$ cat src/design/tts_pkg.sv
// ----------------------------------------------------------------------------
// tts_pkg
// Shared widths, register codes and transfer types of the timed trigger
// sequencer.
// ----------------------------------------------------------------------------
package tts_pkg;

    localparam int SAMPLE_RATE_W = 18;
    localparam int DELAY_W       = 31;
    localparam int COUNT_W       = 5;
    localparam int TIME_W        = 32;
    localparam int INDEX_W       = 4;
    localparam int DURATION_W    = 31;
    localparam int CFG_INDEX_W   = 2;
    localparam int CFG_DATA_W    = 31;
    localparam int S_TDATA_W     = 40;
    localparam int M_TDATA_W     = 32;

    localparam int PROD_W      = TIME_W + SAMPLE_RATE_W;
    localparam int INIT_PROD_W = DELAY_W + SAMPLE_RATE_W;

    localparam int DEF_TABLE_DEPTH   = 16;
    localparam int DEF_FRACTION_BITS = 24;

    localparam logic [SAMPLE_RATE_W-1:0] SAMPLE_RATE_RST = SAMPLE_RATE_W'(48000);
    localparam logic [DELAY_W-1:0]       DELAY_RST       = '0;
    localparam logic [COUNT_W-1:0]       COUNT_RST       = COUNT_W'(1);

    localparam logic FUNC_TICK  = 1'b0;
    localparam logic FUNC_WRITE = 1'b1;

    typedef enum logic [CFG_INDEX_W-1:0] {
        REG_SAMPLE_RATE   = 2'd0,
        REG_INITIAL_DELAY = 2'd1,
        REG_ENTRY_COUNT   = 2'd2,
        REG_LOOP_ENABLE   = 2'd3
    } cfg_reg_t;

    typedef struct packed {
        logic [SAMPLE_RATE_W-1:0] sample_rate;
        logic [COUNT_W-1:0]       entry_count;
        logic                     loop_enable;
        logic [INIT_PROD_W-1:0]   init_prod;
    } cfg_t;

    typedef struct packed {
        logic                func;
        logic                restart;
        logic [INDEX_W-1:0]  entry_index;
        logic [TIME_W-1:0]   entry_time;
    } item_t;

    typedef struct packed {
        logic                  trigger;
        logic [DURATION_W-1:0] duration;
        logic                  end_of_sequence;
    } result_t;

endpackage

$ cat src/design/tts_config.sv
// ----------------------------------------------------------------------------
// tts_config
// Configuration registers, with the initial delay tick product kept up to
// date on each write of the sample rate or initial delay.
// ----------------------------------------------------------------------------
module tts_config (
    input  logic                           aclk,
    input  logic                           aresetn,
    input  logic                           cfg_valid,
    input  logic [tts_pkg::CFG_INDEX_W-1:0] cfg_index,
    input  logic [tts_pkg::CFG_DATA_W-1:0]  cfg_data,
    output tts_pkg::cfg_t                  cfg
);
    import tts_pkg::*;

    logic [SAMPLE_RATE_W-1:0] rate_reg, rate_next;
    logic [DELAY_W-1:0]       delay_reg, delay_next;
    logic [COUNT_W-1:0]       count_reg, count_next;
    logic                     loop_reg, loop_next;
    logic [INIT_PROD_W-1:0]   prod_reg, prod_next;
    logic [DELAY_W-1:0]       op_delay;
    logic [SAMPLE_RATE_W-1:0] op_rate;
    cfg_reg_t                 sel;

    assign sel = cfg_reg_t'(cfg_index);

    assign op_delay = (sel == REG_INITIAL_DELAY) ? cfg_data[DELAY_W-1:0] : delay_reg;
    assign op_rate  = (sel == REG_SAMPLE_RATE) ? cfg_data[SAMPLE_RATE_W-1:0] : rate_reg;

    always_comb begin
        rate_next  = rate_reg;
        delay_next = delay_reg;
        count_next = count_reg;
        loop_next  = loop_reg;
        prod_next  = prod_reg;
        if (cfg_valid) begin
            unique case (sel)
                REG_SAMPLE_RATE: begin
                    rate_next = cfg_data[SAMPLE_RATE_W-1:0];
                    prod_next = INIT_PROD_W'(op_delay) * INIT_PROD_W'(op_rate);
                end
                REG_INITIAL_DELAY: begin
                    delay_next = cfg_data[DELAY_W-1:0];
                    prod_next  = INIT_PROD_W'(op_delay) * INIT_PROD_W'(op_rate);
                end
                REG_ENTRY_COUNT: begin
                    count_next = cfg_data[COUNT_W-1:0];
                end
                REG_LOOP_ENABLE: begin
                    loop_next = cfg_data[0];
                end
                default: begin
                    rate_next = rate_reg;
                end
            endcase
        end
    end

    always_ff @(posedge aclk) begin
        if (!aresetn) begin
            rate_reg  <= SAMPLE_RATE_RST;
            delay_reg <= DELAY_RST;
            count_reg <= COUNT_RST;
            loop_reg  <= 1'b0;
            prod_reg  <= '0;
        end else begin
            rate_reg  <= rate_next;
            delay_reg <= delay_next;
            count_reg <= count_next;
            loop_reg  <= loop_next;
            prod_reg  <= prod_next;
        end
    end

    assign cfg.sample_rate = rate_reg;
    assign cfg.entry_count = count_reg;
    assign cfg.loop_enable = loop_reg;
    assign cfg.init_prod   = prod_reg;

endmodule

$ cat src/design/tts_table.sv
// ----------------------------------------------------------------------------
// tts_table
// Step time table: one write port, one read port.
// ----------------------------------------------------------------------------
module tts_table #(
    parameter int TABLE_DEPTH = tts_pkg::DEF_TABLE_DEPTH,
    parameter int IDX_W       = (TABLE_DEPTH > 1) ? $clog2(TABLE_DEPTH) : 1
) (
    input  logic                        aclk,
    input  logic                        wr_en,
    input  logic [tts_pkg::INDEX_W-1:0] wr_index,
    input  logic [tts_pkg::TIME_W-1:0]  wr_data,
    input  logic [IDX_W-1:0]            rd_index,
    output logic [tts_pkg::TIME_W-1:0]  rd_data
);
    import tts_pkg::*;

    localparam int AW = (IDX_W > INDEX_W) ? IDX_W : INDEX_W;

    logic [TIME_W-1:0] entry_mem [TABLE_DEPTH];
    logic [AW-1:0]     wr_ext;
    logic              wr_in_range;

    assign wr_ext      = AW'(wr_index);
    assign wr_in_range = (32'(wr_index) < TABLE_DEPTH);

    always_ff @(posedge aclk) begin
        if (wr_en && wr_in_range) begin
            entry_mem[wr_ext[IDX_W-1:0]] <= wr_data;
        end
    end

    assign rd_data = entry_mem[rd_index];

endmodule

$ cat src/design/tts_core.sv
// ----------------------------------------------------------------------------
// tts_core
// Sequencer state and the per-tick step: countdown, entry take, reload
// with fractional carry, end of sequence and wrap.
// ----------------------------------------------------------------------------
module tts_core #(
    parameter int TABLE_DEPTH   = tts_pkg::DEF_TABLE_DEPTH,
    parameter int FRACTION_BITS = tts_pkg::DEF_FRACTION_BITS,
    parameter int IDX_W         = (TABLE_DEPTH > 1) ? $clog2(TABLE_DEPTH) : 1
) (
    input  logic                       aclk,
    input  logic                       aresetn,
    input  logic                       tick_fire,
    input  logic                       restart,
    input  tts_pkg::cfg_t              cfg,
    output logic [IDX_W-1:0]           rd_index,
    input  logic [tts_pkg::TIME_W-1:0] rd_data,
    output tts_pkg::result_t           result
);
    import tts_pkg::*;

    localparam int INT_W  = PROD_W - FRACTION_BITS;
    localparam int CNT_W  = INT_W + 2;
    localparam int POS_W  = $clog2(TABLE_DEPTH + 1);
    localparam int ACW    = (POS_W > COUNT_W) ? POS_W : COUNT_W;

    logic [CNT_W-1:0]         cnt_reg, cnt_next, cnt_base, cnt_reload;
    logic [FRACTION_BITS-1:0] frac_reg, frac_next, frac_base;
    logic [POS_W-1:0]         pos_reg, pos_next, pos_base, pos_inc;
    logic [ACW-1:0]           count_ext, active;
    logic                     running, take, last, positive;
    logic [TIME_W-1:0]        mag;
    logic [PROD_W-1:0]        prod;
    logic [FRACTION_BITS:0]   frac_sum;

    assign cnt_base  = restart ? CNT_W'(cfg.init_prod[INIT_PROD_W-1:FRACTION_BITS]) : cnt_reg;
    assign frac_base = restart ? cfg.init_prod[FRACTION_BITS-1:0] : frac_reg;
    assign pos_base  = restart ? '0 : pos_reg;

    assign count_ext = ACW'(cfg.entry_count);
    assign active    = (count_ext > ACW'(TABLE_DEPTH)) ? ACW'(TABLE_DEPTH) : count_ext;
    assign running   = (ACW'(pos_base) < active);
    assign take      = running && (cnt_base[CNT_W-1] || (cnt_base == '0));
    assign pos_inc   = pos_base + POS_W'(1);
    assign last      = (ACW'(pos_inc) == active);

    assign rd_index  = pos_base[IDX_W-1:0];
    assign positive  = !rd_data[TIME_W-1] && (rd_data != '0);
    assign mag       = rd_data[TIME_W-1] ? (~rd_data + TIME_W'(1)) : rd_data;
    assign prod      = PROD_W'(mag) * PROD_W'(cfg.sample_rate);
    assign frac_sum  = {1'b0, frac_base} + {1'b0, prod[FRACTION_BITS-1:0]};
    assign cnt_reload = CNT_W'(prod[PROD_W-1:FRACTION_BITS])
                      + CNT_W'(frac_sum[FRACTION_BITS]);

    always_comb begin
        cnt_next  = cnt_base;
        frac_next = frac_base;
        pos_next  = pos_base;
        if (running) begin
            if (take) begin
                cnt_next  = cnt_reload - CNT_W'(1);
                frac_next = frac_sum[FRACTION_BITS-1:0];
                pos_next  = (last && cfg.loop_enable) ? '0 : pos_inc;
            end else begin
                cnt_next = cnt_base - CNT_W'(1);
            end
        end
    end

    always_ff @(posedge aclk) begin
        if (!aresetn) begin
            cnt_reg  <= '0;
            frac_reg <= '0;
            pos_reg  <= '0;
        end else if (tick_fire) begin
            cnt_reg  <= cnt_next;
            frac_reg <= frac_next;
            pos_reg  <= pos_next;
        end
    end

    assign result.trigger         = take && positive;
    assign result.duration        = (take && positive) ? rd_data[DURATION_W-1:0] : '0;
    assign result.end_of_sequence = take && last;

endmodule

$ cat src/design/timed_trigger_sequencer.sv
// ----------------------------------------------------------------------------
// timed_trigger_sequencer
// Sample-tick trigger sequencer over a table of signed Q8.24 step times.
// ----------------------------------------------------------------------------
// The s_ channel carries one item per transfer. tuser selects the kind:
// 0 is one sample tick (restart in tdata bit 0), 1 writes a table entry
// (entry_index and entry_time). Each tick gives one m_ transfer carrying
// trigger and duration in tdata, with end_of_sequence on tlast; a table
// write gives no result.
// The cfg_ channel writes the four registers (sample rate, initial delay,
// entry count, loop enable) and is always ready; a write to the sample
// rate or initial delay also updates the initial tick product.
// An accepted item is held in the input register; a tick's result is
// loaded into the output register as the tick leaves the input register,
// which raises m_tvalid. One item per cycle is sustained while the output
// is not stalled: the countdown, table read, one 32 x 18 multiply and the
// fraction carry all sit between the input and output registers.
// Reset clears the sequence to step 0 with the register reset values and
// empties both registers; table contents are undefined until written.
// When m_tready is low the output register holds its result, a pending
// tick holds in the input register and s_tready drops; table writes still
// drain.
// ----------------------------------------------------------------------------
module timed_trigger_sequencer #(
    parameter int TABLE_DEPTH   = tts_pkg::DEF_TABLE_DEPTH,
    parameter int FRACTION_BITS = tts_pkg::DEF_FRACTION_BITS
) (
    input  logic                             aclk,
    input  logic                             aresetn,
    input  logic                             s_tvalid,
    output logic                             s_tready,
    // restart [0], entry_index [4:1], entry_time [36:5], zero fill [39:37]
    input  logic [tts_pkg::S_TDATA_W-1:0]    s_tdata,
    // func [0]
    input  logic                             s_tuser,
    output logic                             m_tvalid,
    input  logic                             m_tready,
    // trigger [0], duration [31:1]
    output logic [tts_pkg::M_TDATA_W-1:0]    m_tdata,
    output logic                             m_tlast,
    input  logic                             cfg_valid,
    output logic                             cfg_ready,
    input  logic [tts_pkg::CFG_INDEX_W-1:0]  cfg_index,
    input  logic [tts_pkg::CFG_DATA_W-1:0]   cfg_data
);
    import tts_pkg::*;

    localparam int IDX_W = (TABLE_DEPTH > 1) ? $clog2(TABLE_DEPTH) : 1;

    item_t             item_reg, item_next;
    logic              in_valid_reg, in_valid_next;
    result_t           result_reg, result_next;
    logic              out_valid_reg, out_valid_next;
    logic              in_is_write, out_free, advance, tick_fire;
    cfg_t              cfg;
    logic [IDX_W-1:0]  rd_index;
    logic [TIME_W-1:0] rd_data;

    assign item_next.func        = s_tuser;
    assign item_next.restart     = s_tdata[0];
    assign item_next.entry_index = s_tdata[INDEX_W:1];
    assign item_next.entry_time  = s_tdata[INDEX_W+TIME_W:INDEX_W+1];

    assign in_is_write = (item_reg.func == FUNC_WRITE);
    assign out_free    = !out_valid_reg || m_tready;
    assign advance     = in_valid_reg && (in_is_write || out_free);
    assign tick_fire   = advance && !in_is_write;
    assign s_tready    = !in_valid_reg || advance;
    assign cfg_ready   = 1'b1;

    assign in_valid_next  = s_tvalid ? 1'b1 : (advance ? 1'b0 : in_valid_reg);
    assign out_valid_next = tick_fire ? 1'b1 : (m_tready ? 1'b0 : out_valid_reg);

    tts_config u_config (
        .aclk      (aclk),
        .aresetn   (aresetn),
        .cfg_valid (cfg_valid && cfg_ready),
        .cfg_index (cfg_index),
        .cfg_data  (cfg_data),
        .cfg       (cfg)
    );

    tts_table #(
        .TABLE_DEPTH (TABLE_DEPTH),
        .IDX_W       (IDX_W)
    ) u_table (
        .aclk     (aclk),
        .wr_en    (advance && in_is_write),
        .wr_index (item_reg.entry_index),
        .wr_data  (item_reg.entry_time),
        .rd_index (rd_index),
        .rd_data  (rd_data)
    );

    tts_core #(
        .TABLE_DEPTH   (TABLE_DEPTH),
        .FRACTION_BITS (FRACTION_BITS),
        .IDX_W         (IDX_W)
    ) u_core (
        .aclk      (aclk),
        .aresetn   (aresetn),
        .tick_fire (tick_fire),
        .restart   (item_reg.restart),
        .cfg       (cfg),
        .rd_index  (rd_index),
        .rd_data   (rd_data),
        .result    (result_next)
    );

    always_ff @(posedge aclk) begin
        if (!aresetn) begin
            in_valid_reg  <= 1'b0;
            out_valid_reg <= 1'b0;
        end else begin
            in_valid_reg  <= in_valid_next;
            out_valid_reg <= out_valid_next;
        end
    end

    always_ff @(posedge aclk) begin
        if (s_tvalid && s_tready) begin
            item_reg <= item_next;
        end
        if (tick_fire) begin
            result_reg <= result_next;
        end
    end

    assign m_tvalid = out_valid_reg;
    assign m_tdata  = {result_reg.duration, result_reg.trigger};
    assign m_tlast  = result_reg.end_of_sequence;

    // a new result only follows a tick leaving the input register
    a_result_from_tick: assert property (@(posedge aclk) disable iff (!aresetn)
        $rose(out_valid_reg) |-> $past(tick_fire))
        else $error("result without a tick");

    // a tick blocked by a stalled output stays pending
    a_tick_held: assert property (@(posedge aclk) disable iff (!aresetn)
        (in_valid_reg && !in_is_write && !out_free) |=> in_valid_reg)
        else $error("pending tick lost under stall");

    // a trigger always reports a non-zero duration
    a_trigger_duration: assert property (@(posedge aclk) disable iff (!aresetn)
        (out_valid_reg && result_reg.trigger) |-> (result_reg.duration != '0))
        else $error("trigger with zero duration");

    // duration is zero without a trigger
    a_no_trigger_zero: assert property (@(posedge aclk) disable iff (!aresetn)
        (out_valid_reg && !result_reg.trigger) |-> (result_reg.duration == '0))
        else $error("duration without trigger");

endmodule
$ cat config.mk
export PLATFORM = sky130hd
export DESIGN_NAME = timed_trigger_sequencer
export DESIGN_NICKNAME = d
export VERILOG_FILES = /design/src/design/tts_pkg.sv /design/src/design/tts_config.sv /design/src/design/tts_table.sv /design/src/design/tts_core.sv /design/src/design/timed_trigger_sequencer.sv
export SDC_FILE = /design/constraint.sdc
export NUM_CORES = 2
export LEC_CHECK = 0
export ABC_CLOCK_PERIOD_IN_PS = 14950
export BUFFER_PORTS_ARGS = -buffer_cell sky130_fd_sc_hd__clkbuf_2
export CAP_MARGIN = 5
export CORE_MARGIN = 5
export CORE_UTILIZATION = 65
export DETAILED_ROUTE_END_ITERATION = 10
export GPL_ROUTABILITY_DRIVEN = 0
export PLACE_DENSITY_LB_ADDON = 0.2
export SLEW_MARGIN = 0
export SYNTH_ARGS = -nofsm -noshare
export SYNTH_HDL_FRONTEND = slang
export SYNTH_HIERARCHICAL = 1
export SYNTH_SLANG_ARGS = --single-unit
$ cat constraint.sdc
create_clock -name aclk -period 14.95 [get_ports aclk]
set_clock_uncertainty 0.1 [all_clocks]
set_input_delay 1.495 -clock aclk [delete_from_list [all_inputs] [get_ports aclk]]
set_output_delay 1.495 -clock aclk [all_outputs]
set_load 0.03 [all_outputs]
## Word level (Yosys, flattened, before mapping)

Memory sizes are Yosys's and may differ from the RTL's.
Index checks and enable logic that the tools add are counted.

| word-level totals | value |
|---|---|
| register bits | 234 |
| RAM bits | 512 |
| bits of input ports | 79 |
| memories | 1 |
| logic and storage cells | 79 |

| cells by class | value |
|---|---|
| bitwise gates (word level) | 1 |
| equal/unequal tests | 4 |
| $add $sub $neg | 6 |
| magnitude comparators | 2 |
| reduce and logical (&&, ||, !) cells | 26 |
| mux-type cells | 20 |
| $mul | 2 |

Memories:

| memory | words | bits a word | rd ports | clocked after memory_dff | write ports | line | source |
|---|---|---|---|---|---|---|---|
| u_table.entry_mem | 16 | 32 | 1 | 0 | 1 | tts_table.sv:20 | `logic [TIME_W-1:0] entry_mem [TABLE_DEPTH];` |

Operators with widths:

| operator | number |
|---|---|
| $mux 28 | 3 |
| $mux 24 | 3 |
| $sub 28x1->28 const B | 2 |
| $mul 32x18->50 | 1 |
| $mul 31x18->49 | 1 |
| $add 32x1->32 const B | 1 |
| $mux 32 | 1 |
| $not 32->32 | 1 |
| $reduce_bool 32->1 | 1 |
| $mux 31 | 1 |
| $logic_not 28->1 | 1 |
| $add 26x1->27 | 1 |
| $add 24x24->25 | 1 |
| $mux 5 | 5 |
| $mux 18 | 1 |
| $logic_and 1x1->1 | 9 |
| $mux 1 | 6 |
| $reduce_and 2->1 | 3 |
| $add 5x1->5 const B | 1 |
| $eq 5x5->1 | 1 |
| $gt 5x5->1 const B | 1 |
| $lt 5x5->1 | 1 |
| $eq 2x2->1 const B | 2 |
| $logic_not 1->1 | 4 |
| other kinds (5) | 9 |

## Longest topological paths before layout

An unclocked memory read counts as a cell.

| depth | value |
|---|---|
| word-level depth | 11 |
| depth in mapped cells | 56 |
| depth with buffers taken out | 47 |

## Hierarchy

The synthesis kept the hierarchy.

Modules (own cells, without submodules):

| module | times used | cells an instance | seq. area each (um^2) | area an instance (um^2) |
|---|---|---|---|---|
| tts_core | 1 | 3199 | 1141.1 | 25713.4 |
| tts_config | 1 | 2542 | 2082.0 | 21665.8 |
| tts_table | 1 | 806 | 15374.7 | 19213.4 |
| timed_trigger_sequencer | 1 | 84 | 2172.1 | 2245.9 |

## Least setup slack after synthesis

Ideal clock, no wire load.

| path | value |
|---|---|
| path type | reg-to-reg |
| start point | register item_reg[36] in the netlist's numbering |
| end point | register u_core.cnt_reg[23] |
| stages on the path, launching flop included | 53 |
| data required time | 14733 ps |
| arrival time | 12389 ps |
| clock period less this slack | 12606 ps |
| path buffers | 10 |
| slack | 2344 ps |
| setup time | 117 ps |
| path through | edfxtp_1 > buf_2 > buf_2 > buf_2 > buf_2 > buf_1 > clkbuf_1 > nor2b_1 > buf_2 > buf_4 > mux4_2 > a22oi_1 > nand2_1 > or3_1 > nor3_1 > nand3_1 > o31ai_1 > xor2_1 > [17 not listed] > nand2_1 > nor2_1 > xnor2_1 > ha_1 > and3_1 > a211o_1 > a21oi_1 > nor2_1 > a211oi_1 > ha_1 > nand2b_1 > mux2_2 > nor3b_2 > nand4bb_4 > nor4_4 > and4b_1 > o21ai_1 > a22o_1 |

| on the way | value |
|---|---|
| cells in the longest elaborated chain, start to end | 11 |
| elaborated cells between the ends (all ways) | 18 |

RTL lines:

| element | line | source |
|---|---|---|
| start: declaration | timed_trigger_sequencer.sv:50 | `item_t item_reg, item_next;` |
| start signal: assignment | timed_trigger_sequencer.sv:122 | `item_reg <= item_next;` |
| $mux 5 (*) | tts_core.sv:38 | `assign pos_base = restart ? '0 : pos_reg;` |
| via rd_index[0] | timed_trigger_sequencer.sv:56 | `logic [IDX_W-1:0] rd_index;` |
| $mem_v2 16x32 (*) | n/a |  |
| via rd_data[2] | timed_trigger_sequencer.sv:57 | `logic [TIME_W-1:0] rd_data;` |
| $not 32->32 | tts_core.sv:49 | `assign mag = rd_data[TIME_W-1] ? (~rd_data + TIME_W'(1)) : rd_data;` |
| $add 32x1->32 | tts_core.sv:49 |  |
| $mux 32 (*) | tts_core.sv:49 |  |
| $mul 32x18->50 (*) | tts_core.sv:50 | `assign prod = PROD_W'(mag) * PROD_W'(cfg.sample_rate);` |
| $add 24x24->25 | tts_core.sv:51 | `assign frac_sum = {1'b0, frac_base} + {1'b0, prod[FRACTION_BITS-1:0]};` |
| $add 26x1->27 (*) | tts_core.sv:53 | `+ CNT_W'(frac_sum[FRACTION_BITS]);` |
| $sub 28x1->28 (*) | tts_core.sv:61 | `cnt_next = cnt_reload - CNT_W'(1);` |
| $mux 28 (*) | tts_core.sv:60 | `if (take) begin` |
| $mux 28 (*) | tts_core.sv:59 | `if (running) begin` |
| end signal: assignment | tts_core.sv:76 | `cnt_reg <= cnt_next;` |
| end: declaration | tts_core.sv:27 | `logic [CNT_W-1:0] cnt_reg, cnt_next, cnt_base, cnt_reload;` |

Mark *: on every way through the listed nets, which the timed path passes. The rest lies on a longest branch.
A chain may end at the register's enable or synchronous reset.

## Worst setup path in the final report

Ends and elaborated chain as after synthesis.

==> metrics.sh <==
FP.COREAREA_MM2=0.1053
SYNTH_TOP_AREA_CELL='fa_1'
FINAL_NET_COUNT=7925
SYNTH.YOSYS.WARNINGS=6
DIE_WIDTH_UM=335.4
CATEGORY_OF_THE_MOST_CRITICAL_SETUP_PATH='reg -> reg'
REQUIRED_NS=15.42
DIE_HEIGHT_UM=335.4
FINAL_MAX_SLEW_VIOL_COUNT=0
GRT_PASS1_VIAS=51990
SYNTHTOPCELLSBYAREA='fa_1, edfxtp_1, inv_1'
PLACEMENT.IO_BUFFERS=110
RR_STARTPOINT='item_reg[36]$_DFFE_PP_'
SYNTHTOLAYOUTAREAGROWTH_PCT=6.919
GRT_MAX_DEGREE=64
TRITONCTS='built'
SYN-INSTANCE-COUNT=6631
CAP_VIOL_MAX_COUNT=0
GLOBAL_ROUTE_WIRE_LENGTH_BEFORE_REPAIR_UM=295800
HOLD_CLASS='reg -> reg'
STATUS='finished, final reports clean'
MAX_STAGE_DELAY_NS=0.54
DETAIL_ROUTE.ITER0.VIOLATIONS=5015
FINAL_LAYOUT_SIZE_SUFFIX_GT1_SHARE_PCT=9.654
RSZ0062_AT_GRT='false'
POST_CTS_RESIZED=0
ROUTE.TOP_LAYER_USED='met5'
HPWL_UM=132100
ANTENNA_FOUND_INITIAL=4
CTS_NUM_SINKS=746
SYNTH_CELL_TYPE_COUNT=105
ROUTED-WL-MET2_UM=88960
CTS_INSERTED_BUFFERS=77
SYNTHESIS.AREA_MM2=0.06884
DETAIL_ROUTE.VIAS_PER_CELL=6.209
IOPINCOUNT=115
CRITPATHMOSTFREQUENTCELL='fa_1'
FMAX_MHz=74.13
FLOORPLAN.DIE_AREA_MM2=0.1125
DETAIL_ROUTE.FIRST_PASS.ITERATIONS=7
DATA_ARRIVAL_TIME_AT_THE_WORST_SLACK_ENDPOINT_NS=13.96
SETUP_TOTAL_NEGATIVE_SLACK_NS=0
FINAL_CELL_COUNT_NO_FILL=8081
MET3WIRELENGTH_UM=19800
POSTCTSSETUPBUFFERS=0
R2R.WORST_PATH.CELLS=44
MET1WIRELENGTH_UM=71820
DP.CELLS=7931
CLK_PIN_SLEW_WORST_PATHS_NS=0.07
SETUP_VIOL=0
VIAS=50180
FINAL_ANTENNA_NET_COUNT=0
POSTPLACECELLAREA_MM2=0.07100
WL_PER_CELL_UM=23.42
GRT_USAGE_PCT=34.10
FINAL_INSTANCE_AREA_MM2=0.07360
NET_COUNT_SYNTH=7937
FINAL_HOLD_VIOL_COUNT=0
R2R_END='u_core/cnt_reg[23]$_SDFFE_PN0P_'
CP-END-KIND='flop'
POST_SYNTH_MOST_FREQUENT_CELLS='inv_1, fa_1, nand2_1'
NUM-FILL-CELLS=7595
CTS_ROOT_BUFFER='clkbuf_16'
CTSLONGESTPATHBUFFERS=3
SYNTH_SEQUENTIAL_AREA_RATIO_PCT=30.17
FINALCRITPERIODSHARE_PCT=90.23
POSTSYNTH.ASYNCRESETSHARE_PCT=0
CP-STARTPOINT='item_reg[36]$_DFFE_PP_'
SYNTH_LARGEST_TYPE_AREA_FRACTION_PCT=27.48
POST_SYNTH.CELL_AREA_AVG_UM2=10.38
CRITICAL_PATH.MAX_FANOUT=32
POSTROUTEWIRELENGTH_UM=189200
CTS-HOLD-FIX-BUFFERS=0
CRITICAL_PATH.ENDPOINT='u_core/cnt_reg[23]$_SDFFE_PN0P_'
HTREEDEPTH=3
POST-SYNTH-TOP-COUNT-CELL='inv_1'
LARGEST_REG_FLOPS=512
YS_SEQ_ELEMENTS=746
DRT_DRC_VIOLATIONS_LEFT=0
WORST_SLEW_MARGIN_REL_PCT=15.37
FP-ROW-COUNT=119
SYNTH_ENABLE_FLOP_CELLS=583
SYNTH_FLOP_CELL='edfxtp_1'
SETUP.REG_TO_REG.WORST_SLACK_NS=1.46
INITIAL_UTIL_PCT=65.39
PRECTSSETUPSLACK_NS=1.680
OVERFLOW=0
STARTPOINT_TYPE='flop'
CPMAXSTAGEDELAYCELL='xor2_1'
LAYOUT_MIN_CYCLE_TIME_NS=13.49
CLOCK_INSERTION_DELAY_WORST_SKEW_NS=0.69
WORST_MARGIN_SLEW_NS=1.234
LAYOUT_SETUP_WS_NS=1.461
-- area by class of cell --
type                       instances  area, um^2  share of cell area [%]
antenna                            9       22.52                 0.03060
clock buffer                      94        2063                   2.803
clock inverter                    47       518.0                  0.7038
inverter                        1159        4350                   5.911
multi-input combinational       4399       42610                   57.90
sequential                       746       20770                   28.22
tap                             1391        1740                   2.365
timing repair buffer             236        1524                   2.071
-- worst min path at each step --
stage	start	end	slack (ns)	cells after the start
2_1_floorplan	u_core/cnt_reg[15]$_SDFFE_PN0P_	u_core/cnt_reg[15]$_SDFFE_PN0P_	0.32	2
3_3_place_gp	u_config/prod_reg[9]$_SDFFE_PN0P_	u_config/prod_reg[9]$_SDFFE_PN0P_	0.34	2
3_5_place_dp	u_config/prod_reg[10]$_SDFFE_PN0P_	u_config/prod_reg[10]$_SDFFE_PN0P_	0.35	2
4_1_cts	u_config/prod_reg[18]$_SDFFE_PN0P_	u_config/prod_reg[18]$_SDFFE_PN0P_	0.35	2
5_1_grt	u_config/prod_reg[18]$_SDFFE_PN0P_	u_config/prod_reg[18]$_SDFFE_PN0P_	0.37	2
6_report	u_config/prod_reg[10]$_SDFFE_PN0P_	u_config/prod_reg[10]$_SDFFE_PN0P_	0.35	2
-- cell families (layout without fill, tap and decap cells) --
kind of cell | Yosys count | in the layout | synth area share (%)
AOI/OAI and AO/OA | 777 | 777 | 7.487
xor gates and xnor gates | 137 | 137 | 1.754
adders and majority gates | 1227 | 1227 | 32.61
buffers and inverters | 1486 | 1536 | 8.270
DFF | 746 | 746 | 30.17
muxes | 292 | 292 | 6.725
other | 1 | 10 | 0.005448
and+or+nand+nor | 1965 | 1965 | 12.98
-- metrics by stage --
stage                     hold WS (ns)  util [%]
after floorplan                 0.3248         -
after global placement          0.3410     67.45
after detailed placement        0.3461     67.45
after CTS                       0.3518     69.90
after global routing            0.3723     69.90
final                           0.3521     69.92
-- metal layers --
| layer | global-route usage, % | up-vias |
|---|---|---|
| met5 | 0.2979 | - |
| met2 | 54.61 | 2825 |
| met3 | 7.122 | 597 |
| met1 | 46.27 | 25300 |
| li1 | - | 21450 |
| met4 | 13.71 | 4 |
-- cells in the final DEF (no fill, tap or decap), drive strengths merged, types with 17 or more instances in the layout --
master / netlist / layout
ha: 282 / 282
and3: 30 / 30
nand2b: 30 / 30
xor2: 41 / 41
nor2b: 69 / 69
fa: 945 / 945
a211oi: 66 / 66
edfxtp: 583 / 583
nand4: 26 / 26
a31oi: 19 / 19
nor2: 410 / 410
dfxtp: 163 / 163
clkinv: 1 / 30
nor4: 17 / 17
xnor2: 96 / 96
nand2: 938 / 938
buf: 72 / 127
and2: 266 / 266
mux4: 128 / 128
mux2i: 80 / 80
o21a: 27 / 27
o21ai: 151 / 151
a21oi: 218 / 218
mux2: 84 / 84
inv: 1158 / 1164
clkbuf: 255 / 203
a22oi: 69 / 69
o211ai: 23 / 23
nand3: 60 / 60
a21o: 53 / 53
nor3: 56 / 56
-- worst max-delay path: cells and delay by family, from the launching register on --
kind                       cells  cell delay (ns)
adders and majority gates      9             4.00
and+or+nand+nor               15             3.56
AOI/OAI and AO/OA              8             1.95
buffers and inverters          8             1.87
xor gates and xnor gates       2             0.69
muxes                          2             0.69
DFF                            1             0.44
Power is left out: the tool's default activity adds up to more than one toggle a clock period on the data nets, which glitch-free logic cannot reach.
